### src/rtl/core/stk_pkg.sv
// ----------------------------------------------------------------------------
// stk_pkg
// Shared types and codes for the LIFO stack with reverse and sort.
// ----------------------------------------------------------------------------
`default_nettype none

package stk_pkg;

	// default geometry
	localparam int DEF_DEPTH = 16;
	localparam int DEF_WIDTH = 32;

	// request codes
	typedef enum logic [2:0] {
		REQ_PUSH    = 3'd0,
		REQ_POP     = 3'd1,
		REQ_PEEK    = 3'd2,
		REQ_REVERSE = 3'd3,
		REQ_SORT    = 3'd4
	} req_t;

	// response status codes
	typedef enum logic [1:0] {
		ST_OK    = 2'd0,
		ST_EMPTY = 2'd1,
		ST_FULL  = 2'd2
	} status_t;

	// per-cycle cell operation
	typedef enum logic [2:0] {
		CELL_HOLD,
		CELL_PUSH,
		CELL_POP,
		CELL_TAG,
		CELL_SWAP
	} cell_op_t;

	// command broadcast to every cell
	typedef struct packed {
		cell_op_t op;
		logic     sort_mode;  // 1: compare values, 0: compare position tags
		logic     parity;     // which pairs exchange in this round
	} cell_cmd_t;

	// sequencer states
	typedef enum logic [1:0] {
		S_IDLE,
		S_RUN,
		S_DONE
	} state_t;

endpackage

`default_nettype wire

### src/rtl/core/stk_if.sv
// ----------------------------------------------------------------------------
// stk_if
// Request and response channels of the stack: valid/ready plus payload.
// ----------------------------------------------------------------------------
`default_nettype none

interface stk_req_if #(
	parameter int WIDTH = stk_pkg::DEF_WIDTH
);
	logic                    valid;
	logic                    ready;
	logic [2:0]              req_type;
	logic signed [WIDTH-1:0] push_value;

	modport source (output valid, output req_type, output push_value, input ready);
	modport sink   (input valid, input req_type, input push_value, output ready);
endinterface

interface stk_rsp_if #(
	parameter int WIDTH = stk_pkg::DEF_WIDTH,
	parameter int CNT_W = $clog2(stk_pkg::DEF_DEPTH + 1)
);
	logic                    valid;
	logic                    ready;
	logic signed [WIDTH-1:0] read_value;
	logic [1:0]              status;
	logic [CNT_W-1:0]        entry_count;

	modport source (output valid, output read_value, output status, output entry_count,
		input ready);
	modport sink   (input valid, input read_value, input status, input entry_count,
		output ready);
endinterface

`default_nettype wire

### src/rtl/core/stack_with_reverse_and_sort.sv
// ----------------------------------------------------------------------------
// stack_with_reverse_and_sort
// LIFO stack of signed words built as a row of shifting cells, with
// in-place reverse and ascending sort by odd-even transposition.
//
// Push, pop, peek and unknown requests: the response is registered on accept.
// Reverse and sort: DEPTH exchange rounds of the cell row, then the response;
// no new request is taken meanwhile.
// Reset clears the entry count and the response valid; slot contents are
// left undefined and never read above the count.
// ----------------------------------------------------------------------------
`default_nettype none

module stack_with_reverse_and_sort #(
	parameter int DEPTH = stk_pkg::DEF_DEPTH,
	parameter int WIDTH = stk_pkg::DEF_WIDTH
) (
	input  wire      clk,
	input  wire      arst_n,
	stk_req_if.sink  req,
	stk_rsp_if.source rsp
);
	import stk_pkg::*;

	localparam int CNT_W = $clog2(DEPTH + 1);
	localparam int TAG_W = $clog2(DEPTH);

	state_t                  state_q, state_d;
	logic [CNT_W-1:0]        cnt_q, cnt_d;
	logic [TAG_W-1:0]        round_q, round_d;
	logic                    mode_q, mode_d;
	cell_cmd_t               cmd;
	logic                    acc;
	logic                    load_out;
	logic signed [WIDTH-1:0] res_val;
	status_t                 res_status;

	logic                    out_valid_q;
	logic signed [WIDTH-1:0] out_val_q;
	logic [1:0]              out_status_q;
	logic [CNT_W-1:0]        out_cnt_q;

	logic signed [WIDTH-1:0] cell_val [DEPTH];
	logic [TAG_W-1:0]        cell_tag [DEPTH];

	// cell row
	for (genvar i = 0; i < DEPTH; i++) begin : g_cell
		logic signed [WIDTH-1:0] up_val, dn_val;
		logic [TAG_W-1:0]        up_tag, dn_tag;
		logic                    up_en, dn_en;

		if (i == 0) begin : g_top
			assign up_val = req.push_value;
			assign up_tag = '0;
			assign up_en  = 1'b0;
		end else begin : g_mid
			assign up_val = cell_val[i-1];
			assign up_tag = cell_tag[i-1];
			assign up_en  = (CNT_W'(i) < cnt_q);
		end

		if (i == DEPTH - 1) begin : g_bot
			assign dn_val = cell_val[i];
			assign dn_tag = cell_tag[i];
			assign dn_en  = 1'b0;
		end else begin : g_nbot
			assign dn_val = cell_val[i+1];
			assign dn_tag = cell_tag[i+1];
			assign dn_en  = (CNT_W'(i + 1) < cnt_q);
		end

		stk_cell #(
			.WIDTH (WIDTH),
			.TAG_W (TAG_W),
			.IDX   (i)
		) u_cell (
			.clk    (clk),
			.cmd    (cmd),
			.up_val (up_val),
			.up_tag (up_tag),
			.up_en  (up_en),
			.dn_val (dn_val),
			.dn_tag (dn_tag),
			.dn_en  (dn_en),
			.val    (cell_val[i]),
			.tag    (cell_tag[i])
		);
	end

	// request handshake
	assign req.ready = (state_q == S_IDLE) && (!out_valid_q || rsp.ready);
	assign acc       = req.valid && req.ready;

	// sequencer: next state, cell command, response
	always_comb begin
		state_d       = state_q;
		cnt_d         = cnt_q;
		round_d       = round_q;
		mode_d        = mode_q;
		cmd.op        = CELL_HOLD;
		cmd.sort_mode = mode_q;
		cmd.parity    = round_q[0];
		load_out      = 1'b0;
		res_val       = '0;
		res_status    = ST_OK;

		unique case (state_q)
			S_IDLE: begin
				if (acc) begin
					load_out = 1'b1;
					case (req.req_type)
						REQ_PUSH: begin
							if (cnt_q == CNT_W'(DEPTH)) begin
								res_status = ST_FULL;
							end else begin
								cmd.op = CELL_PUSH;
								cnt_d  = cnt_q + 1'b1;
							end
						end
						REQ_POP: begin
							if (cnt_q == '0) begin
								res_status = ST_EMPTY;
							end else begin
								cmd.op  = CELL_POP;
								res_val = cell_val[0];
								cnt_d   = cnt_q - 1'b1;
							end
						end
						REQ_PEEK: begin
							if (cnt_q == '0) begin
								res_status = ST_EMPTY;
							end else begin
								res_val = cell_val[0];
							end
						end
						REQ_REVERSE: begin
							load_out = 1'b0;
							cmd.op   = CELL_TAG;
							mode_d   = 1'b0;
							round_d  = '0;
							state_d  = S_RUN;
						end
						REQ_SORT: begin
							load_out = 1'b0;
							mode_d   = 1'b1;
							round_d  = '0;
							state_d  = S_RUN;
						end
						default: ;
					endcase
				end
			end
			S_RUN: begin
				cmd.op  = CELL_SWAP;
				round_d = round_q + 1'b1;
				if (round_q == TAG_W'(DEPTH - 1)) begin
					state_d = S_DONE;
				end
			end
			S_DONE: begin
				if (!out_valid_q || rsp.ready) begin
					load_out = 1'b1;
					state_d  = S_IDLE;
				end
			end
			default: state_d = S_IDLE;
		endcase
	end

	// control registers
	always_ff @(posedge clk or negedge arst_n) begin
		if (!arst_n) begin
			state_q     <= S_IDLE;
			cnt_q       <= '0;
			round_q     <= '0;
			mode_q      <= 1'b0;
			out_valid_q <= 1'b0;
		end else begin
			state_q <= state_d;
			cnt_q   <= cnt_d;
			round_q <= round_d;
			mode_q  <= mode_d;
			if (load_out) begin
				out_valid_q <= 1'b1;
			end else if (rsp.ready) begin
				out_valid_q <= 1'b0;
			end
		end
	end

	// response payload
	always_ff @(posedge clk) begin
		if (load_out) begin
			out_val_q    <= res_val;
			out_status_q <= res_status;
			out_cnt_q    <= cnt_d;
		end
	end

	assign rsp.valid       = out_valid_q;
	assign rsp.read_value  = out_val_q;
	assign rsp.status      = out_status_q;
	assign rsp.entry_count = out_cnt_q;

endmodule

`default_nettype wire

### src/rtl/core/stk_cell.sv
// ----------------------------------------------------------------------------
// stk_cell
// One stack slot. Shifts with push/pop and does odd-even compare-exchange
// with a neighbor for reverse (by position tag) and sort (by value).
// Cell 0 is the top of the stack.
// ----------------------------------------------------------------------------
`default_nettype none

module stk_cell #(
	parameter int WIDTH = stk_pkg::DEF_WIDTH,
	parameter int TAG_W = 4,
	parameter int IDX   = 0
) (
	input  wire                    clk,
	input  stk_pkg::cell_cmd_t     cmd,
	input  wire signed [WIDTH-1:0] up_val,   // from cell above (push data at top)
	input  wire [TAG_W-1:0]        up_tag,
	input  wire                    up_en,    // pair with cell above is in range
	input  wire signed [WIDTH-1:0] dn_val,   // from cell below
	input  wire [TAG_W-1:0]        dn_tag,
	input  wire                    dn_en,    // pair with cell below is in range
	output logic signed [WIDTH-1:0] val,
	output logic [TAG_W-1:0]       tag
);
	import stk_pkg::*;

	localparam logic [TAG_W-1:0] MY_TAG    = TAG_W'(IDX);
	localparam logic             MY_PARITY = 1'(IDX % 2);

	logic signed [WIDTH-1:0] val_q;
	logic [TAG_W-1:0]        tag_q;
	logic                    take_up;
	logic                    take_dn;

	// less-than on the active key
	function automatic logic key_lt(input logic signed [WIDTH-1:0] av,
		input logic [TAG_W-1:0] at, input logic signed [WIDTH-1:0] bv,
		input logic [TAG_W-1:0] bt, input logic by_val);
		key_lt = by_val ? (av < bv) : (at < bt);
	endfunction

	// exchange decision: larger key moves toward the top
	always_comb begin
		take_dn = 1'b0;
		take_up = 1'b0;
		if (MY_PARITY == cmd.parity) begin
			take_dn = dn_en && key_lt(val_q, tag_q, dn_val, dn_tag, cmd.sort_mode);
		end else begin
			take_up = up_en && key_lt(up_val, up_tag, val_q, tag_q, cmd.sort_mode);
		end
	end

	// slot register
	always_ff @(posedge clk) begin
		unique case (cmd.op)
			CELL_PUSH: begin
				val_q <= up_val;
				tag_q <= up_tag;
			end
			CELL_POP: begin
				val_q <= dn_val;
				tag_q <= dn_tag;
			end
			CELL_TAG: tag_q <= MY_TAG;
			CELL_SWAP: begin
				if (take_dn) begin
					val_q <= dn_val;
					tag_q <= dn_tag;
				end else if (take_up) begin
					val_q <= up_val;
					tag_q <= up_tag;
				end
			end
			default: ;
		endcase
	end

	assign val = val_q;
	assign tag = tag_q;

endmodule

`default_nettype wire

### src/flat_wrapper.sv
// flat-port wrapper written by rule: the top's interface ports become plain ports
module stack_with_reverse_and_sort_flat import stk_pkg::*;
#(
	parameter int DEPTH = stk_pkg::DEF_DEPTH,
	parameter int WIDTH = stk_pkg::DEF_WIDTH
)
  (clk, arst_n, req_valid, req_req_type, req_push_value, req_ready, rsp_valid, rsp_read_value, rsp_status, rsp_entry_count, rsp_ready);
  stk_req_if #(.WIDTH(WIDTH)) req_i ();
  stk_rsp_if #(.WIDTH(WIDTH), .CNT_W(($clog2(DEF_DEPTH + 1)))) rsp_i ();
  input  wire clk;
  input  wire arst_n;
  input wire logic [$bits(req_i.valid)-1:0] req_valid;
  input wire logic [$bits(req_i.req_type)-1:0] req_req_type;
  input wire logic [$bits(req_i.push_value)-1:0] req_push_value;
  output wire logic [$bits(req_i.ready)-1:0] req_ready;
  output wire logic [$bits(rsp_i.valid)-1:0] rsp_valid;
  output wire logic [$bits(rsp_i.read_value)-1:0] rsp_read_value;
  output wire logic [$bits(rsp_i.status)-1:0] rsp_status;
  output wire logic [$bits(rsp_i.entry_count)-1:0] rsp_entry_count;
  input wire logic [$bits(rsp_i.ready)-1:0] rsp_ready;
  assign req_i.valid = req_valid;
  assign req_i.req_type = req_req_type;
  assign req_i.push_value = req_push_value;
  assign req_ready = req_i.ready;
  assign rsp_valid = rsp_i.valid;
  assign rsp_read_value = rsp_i.read_value;
  assign rsp_status = rsp_i.status;
  assign rsp_entry_count = rsp_i.entry_count;
  assign rsp_i.ready = rsp_ready;
  stack_with_reverse_and_sort #(.DEPTH(DEPTH), .WIDTH(WIDTH)) u_core (.clk(clk), .arst_n(arst_n), .req(req_i), .rsp(rsp_i));
endmodule
### config.mk
export PLATFORM = sky130hd
export DESIGN_NAME = stack_with_reverse_and_sort_flat
export DESIGN_NICKNAME = d
export VERILOG_FILES = /design/src/rtl/core/stk_pkg.sv /design/src/rtl/core/stk_if.sv /design/src/rtl/core/stack_with_reverse_and_sort.sv /design/src/rtl/core/stk_cell.sv /design/src/flat_wrapper.sv
export SDC_FILE = /design/constraint.sdc
export NUM_CORES = 2
export LEC_CHECK = 0
export BUFFER_PORTS_ARGS = -buffer_cell sky130_fd_sc_hd__buf_2
export CORE_MARGIN = 10
export CORE_UTILIZATION = 50
export DETAILED_ROUTE_END_ITERATION = 8
export MAX_ROUTING_LAYER = met4
export PLACE_DENSITY = 0.69
export SETUP_SLACK_MARGIN = 0.15
export SKIP_LAST_GASP = 1
export SLEW_MARGIN = 15
export SYNTH_ARGS = -nofsm -noshare
export SYNTH_HDL_FRONTEND = slang
export SYNTH_SLANG_ARGS = --single-unit
### constraint.sdc
create_clock -name clk -period 5.1 [get_ports clk]
set_clock_uncertainty 0.05 [all_clocks]
set_input_delay 0.255 -clock clk [delete_from_list [all_inputs] [get_ports clk]]
set_output_delay 0.255 -clock clk [all_outputs]
set_load 0.02 [all_outputs]
==> flow_summary.json <==
{
  "ys_ff_latch": 628,
  "cts_root_buf": "clkbuf_16",
  "insertion_delay_ps": 620,
  "worst_slack_ps": 715,
  "drc": 0,
  "cp.arrival_ps": 4570,
  "synth.avg_cell_area_sq_um": 11.1,
  "fin_setup_tns_ps": 0,
  "ys_warn_count": 0,
  "rows": 102,
  "use_met2_pct": 31.6,
  "fillers": 6619,
  "cts_tree": "done",
  "endpoint_kind": "flop",
  "timing.rr.end": "u_core.g_cell[1].u_cell.val[3]",
  "grt_pass1_vias": 26316,
  "multi_input_comb_area_sq_mm": 0.0181,
  "synth-async-reset-ratio_pct": 2.07,
  "synth_cells": 3534,
  "start_util_pct": 50.5,
  "gr-total-overflow": 0,
  "hold_viol": 0,
  "syn_nets": 4087,
  "htree_levels": 3,
  "cts_resized": 0,
  "cts_buffers": 71,
  "fin_crit_ps": 4380,
  "yosys.area.top_type": "edfxtp_1",
  "worstHoldPathType": "input pin to asynchronous set/reset pin",
  "cts.clk_slew.worst_paths_ps": 60,
  "die_h_um": 300,
  "grt_usage_pct": 19.0,
  "dp_hpwl_um": 66700,
  "antenna_found_initial": 1,
  "vias": 26123,
  "drive_above_1_share_pct": 9.83,
  "slew_violations": 0,
  "antenna_cells": 0,
  "whs_ps": 40.5,
  "synth.distinct_cells": 75,
  "crit_path_max_fanout": 32,
  "synth_edf_count": 615,
  "cp-start-kind": "flop",
  "status": "completed",
  "area_delta_synth_final_pct": 11.4,
  "critPathRequiredTime_ps": 5280,
  "period_share_pct": 86.0,
  "synthTopCellsByArea": "edfxtp_1, ha_1, mux2i_1, inv_1, o21ai_0",
  "drt-wirelength-per-cell_um": 17.6,
  "ys.flop_type": "edfxtp_1",
  "nets": 4238,
  "routed_wirelength_um": 84000,
  "regArea_sq_mm": 0.0188,
  "num_io_pins": 80,
  "first_iter_violations": 1508,
  "fmax_mhz": 228,
  "dp_slack_ps": 734,
  "worst-r2r-setup-slack_ps": 720,
  "reg2regPathDepth": 11,
  "dieArea_sq_mm": 0.0899,
  "final_antenna_net_count": 0,
  "slew_headroom_pct": 26.3,
  "stdcell_count": 4775,
  "die_w_um": 300,
  "drtPass1Iterations": 5,
  "setup_viol": 0,
  "seq_area_frac_synth_pct": 48.0,
  "coreArea_sq_mm": 0.0776,
  "grtUsageMet3_pct": 2.81,
  "rr_startpoint": "u_core.g_cell[2].u_cell.val[2]",
  "place_inst": 4618,
  "grt_pass1_wl_um": 135000,
  "max_cap_viol_count": 0,
  "cts.path.max_buffers": 3,
  "syn-cell-area_sq_mm": 0.0392,
  "clock_sinks": 628,
  "tightest_slew_ps": 1110,
  "netlist.area_leader.share_pct": 47.2,
  "grt_max_degree": 41,
  "use_met1_pct": 23.7,
  "grt-busiest-layer": "met2",
  "viasPerCell": 5.47,
  "rsz0062_at_grt": "no",
  "port_buffers": 79,
  "routabilityCongestion": 0.861,
  "critical_path_class": "flop to flop"
}
[layer usage]
metal / vias up / share of wire, %
met5: - / 0
met4: 0 / 2.9
met3: 148 / 4.2
met2: 500 / 48
met1: 12299 / 45
li1: 13176 / -
[layout make-up]
cell class                      instances  area share, %
Timing Repair Buffer                  176           2.80
Clock buffer                           98           4.49
Tap cell                             1040           2.98
Multi-Input combinational cell       2267           41.4
Inverter                              541           4.65
Clock inverter                         25          0.556
Sequential cell                       628           43.1
[placed cells by master, fill, tap and decap left out, drive strengths merged, types with 12 or more instances in the layout]
master | netlist | layout
edfxtp | 615 | 615
inv | 541 | 545
ha | 514 | 514
mux2i | 282 | 282
o21ai | 238 | 238
nand2 | 233 | 233
a21oi | 186 | 186
buf | 54 | 142
nor2 | 139 | 139
clkbuf | 44 | 98
a21o | 82 | 82
mux2 | 79 | 79
nand4 | 61 | 61
nand3 | 54 | 54
nor3 | 43 | 43
and2 | 35 | 35
dlygate4sd3 | 0 | 34
a211oi | 31 | 31
nand2b | 30 | 30
nor2b | 23 | 23
o2bb2ai | 16 | 16
clkinv | 0 | 16
dfrtp | 13 | 13
nor4 | 12 | 12
a31oi | 12 | 12
[worst max-delay path, cell delays in order (launching register included)]
cell      delay, ps
edfxtp_1        420
inv_1            70
ha_1            310
a211oi_1        230
o21ai_0         120
a21oi_1         240
o21ai_0         250
a41oi_1         370
mux2_2          390
a221oi_2        440
a211oi_1        220
nor2_4          860
[state kept, by name, summed over array words and instances (netlist names)]
signal / cells
u_core.rsp.valid: 1
u_core.state_q: 2
u_core.round_q: 4
u_core.rsp.read_value: 32
u_core.cnt_q: 5
u_core.rsp.status: 2
u_core.g_cell.u_cell.val: 512
u_core.rsp.entry_count: 5
u_core.g_cell.u_cell.tag: 64
u_core.mode_q: 1
[synthesized netlist by cell type, drive strengths merged, types with 10 or more instances]
library cell    n
edfxtp        615
a22o           10
nand3          54
a31oi          12
nor4           12
mux2i         282
dfrtp          13
o21ai         238
o21a           10
clkbuf         44
and2           35
a21oi         186
ha            514
a211oi         31
o22ai          10
o2bb2ai        16
nand4          61
nor2          139
nor2b          23
buf            54
inv           541
nand2         233
a21o           82
mux2           79
nand2b         30
nor3           43
[what timing repair did]
action	4_1_cts	5_1_grt
buffers inserted	0	0
endpoints found under the setup margin	0	0
hold endpoints to repair	46	0
hold buffers	34	0
[logic make-up (layout without fill, tap and decap cells)]
| kind of cell | after synthesis | count (layout) | share of synthesized area [%] |
|---|---|---|---|
| muxes | 361 | 361 | 9.48 |
| and+or+nand+nor | 676 | 676 | 8.26 |
| buffers and inverters | 639 | 840 | 6.38 |
| adders and majority gates | 514 | 514 | 16.4 |
| xor gates and xnor gates | 5 | 5 | 0.112 |
| DFF | 628 | 628 | 48.0 |
| AOI/OAI and AO/OA | 711 | 711 | 11.4 |
[stage by stage]
stage	cell area [sq um]	utilization, %
after floorplan	39200	-
after global placement	41100	53.0
after detailed placement	41100	53.0
after CTS	43600	56.2
after global routing	43600	56.2
final	43600	56.2
[worst max path at each step]
stage	start	endpoint	slack, ps	depth (start not counted)
2_1_floorplan	u_core.g_cell[2].u_cell.val[14]	u_core.g_cell[2].u_cell.val[0]	860	10
3_3_place_gp	u_core.g_cell[2].u_cell.val[2]	u_core.g_cell[1].u_cell.val[5]	800	11
3_5_place_dp	u_core.g_cell[2].u_cell.val[2]	u_core.g_cell[1].u_cell.val[5]	730	11
4_1_cts	u_core.g_cell[2].u_cell.val[2]	u_core.g_cell[1].u_cell.val[3]	710	11
5_1_grt	u_core.g_cell[2].u_cell.val[2]	u_core.g_cell[1].u_cell.val[3]	570	11
6_report	u_core.g_cell[2].u_cell.val[2]	u_core.g_cell[1].u_cell.val[3]	720	11
Power is left out: the tool's default activity adds up to more than one toggle a clock period on the data nets, which glitch-free logic cannot reach.
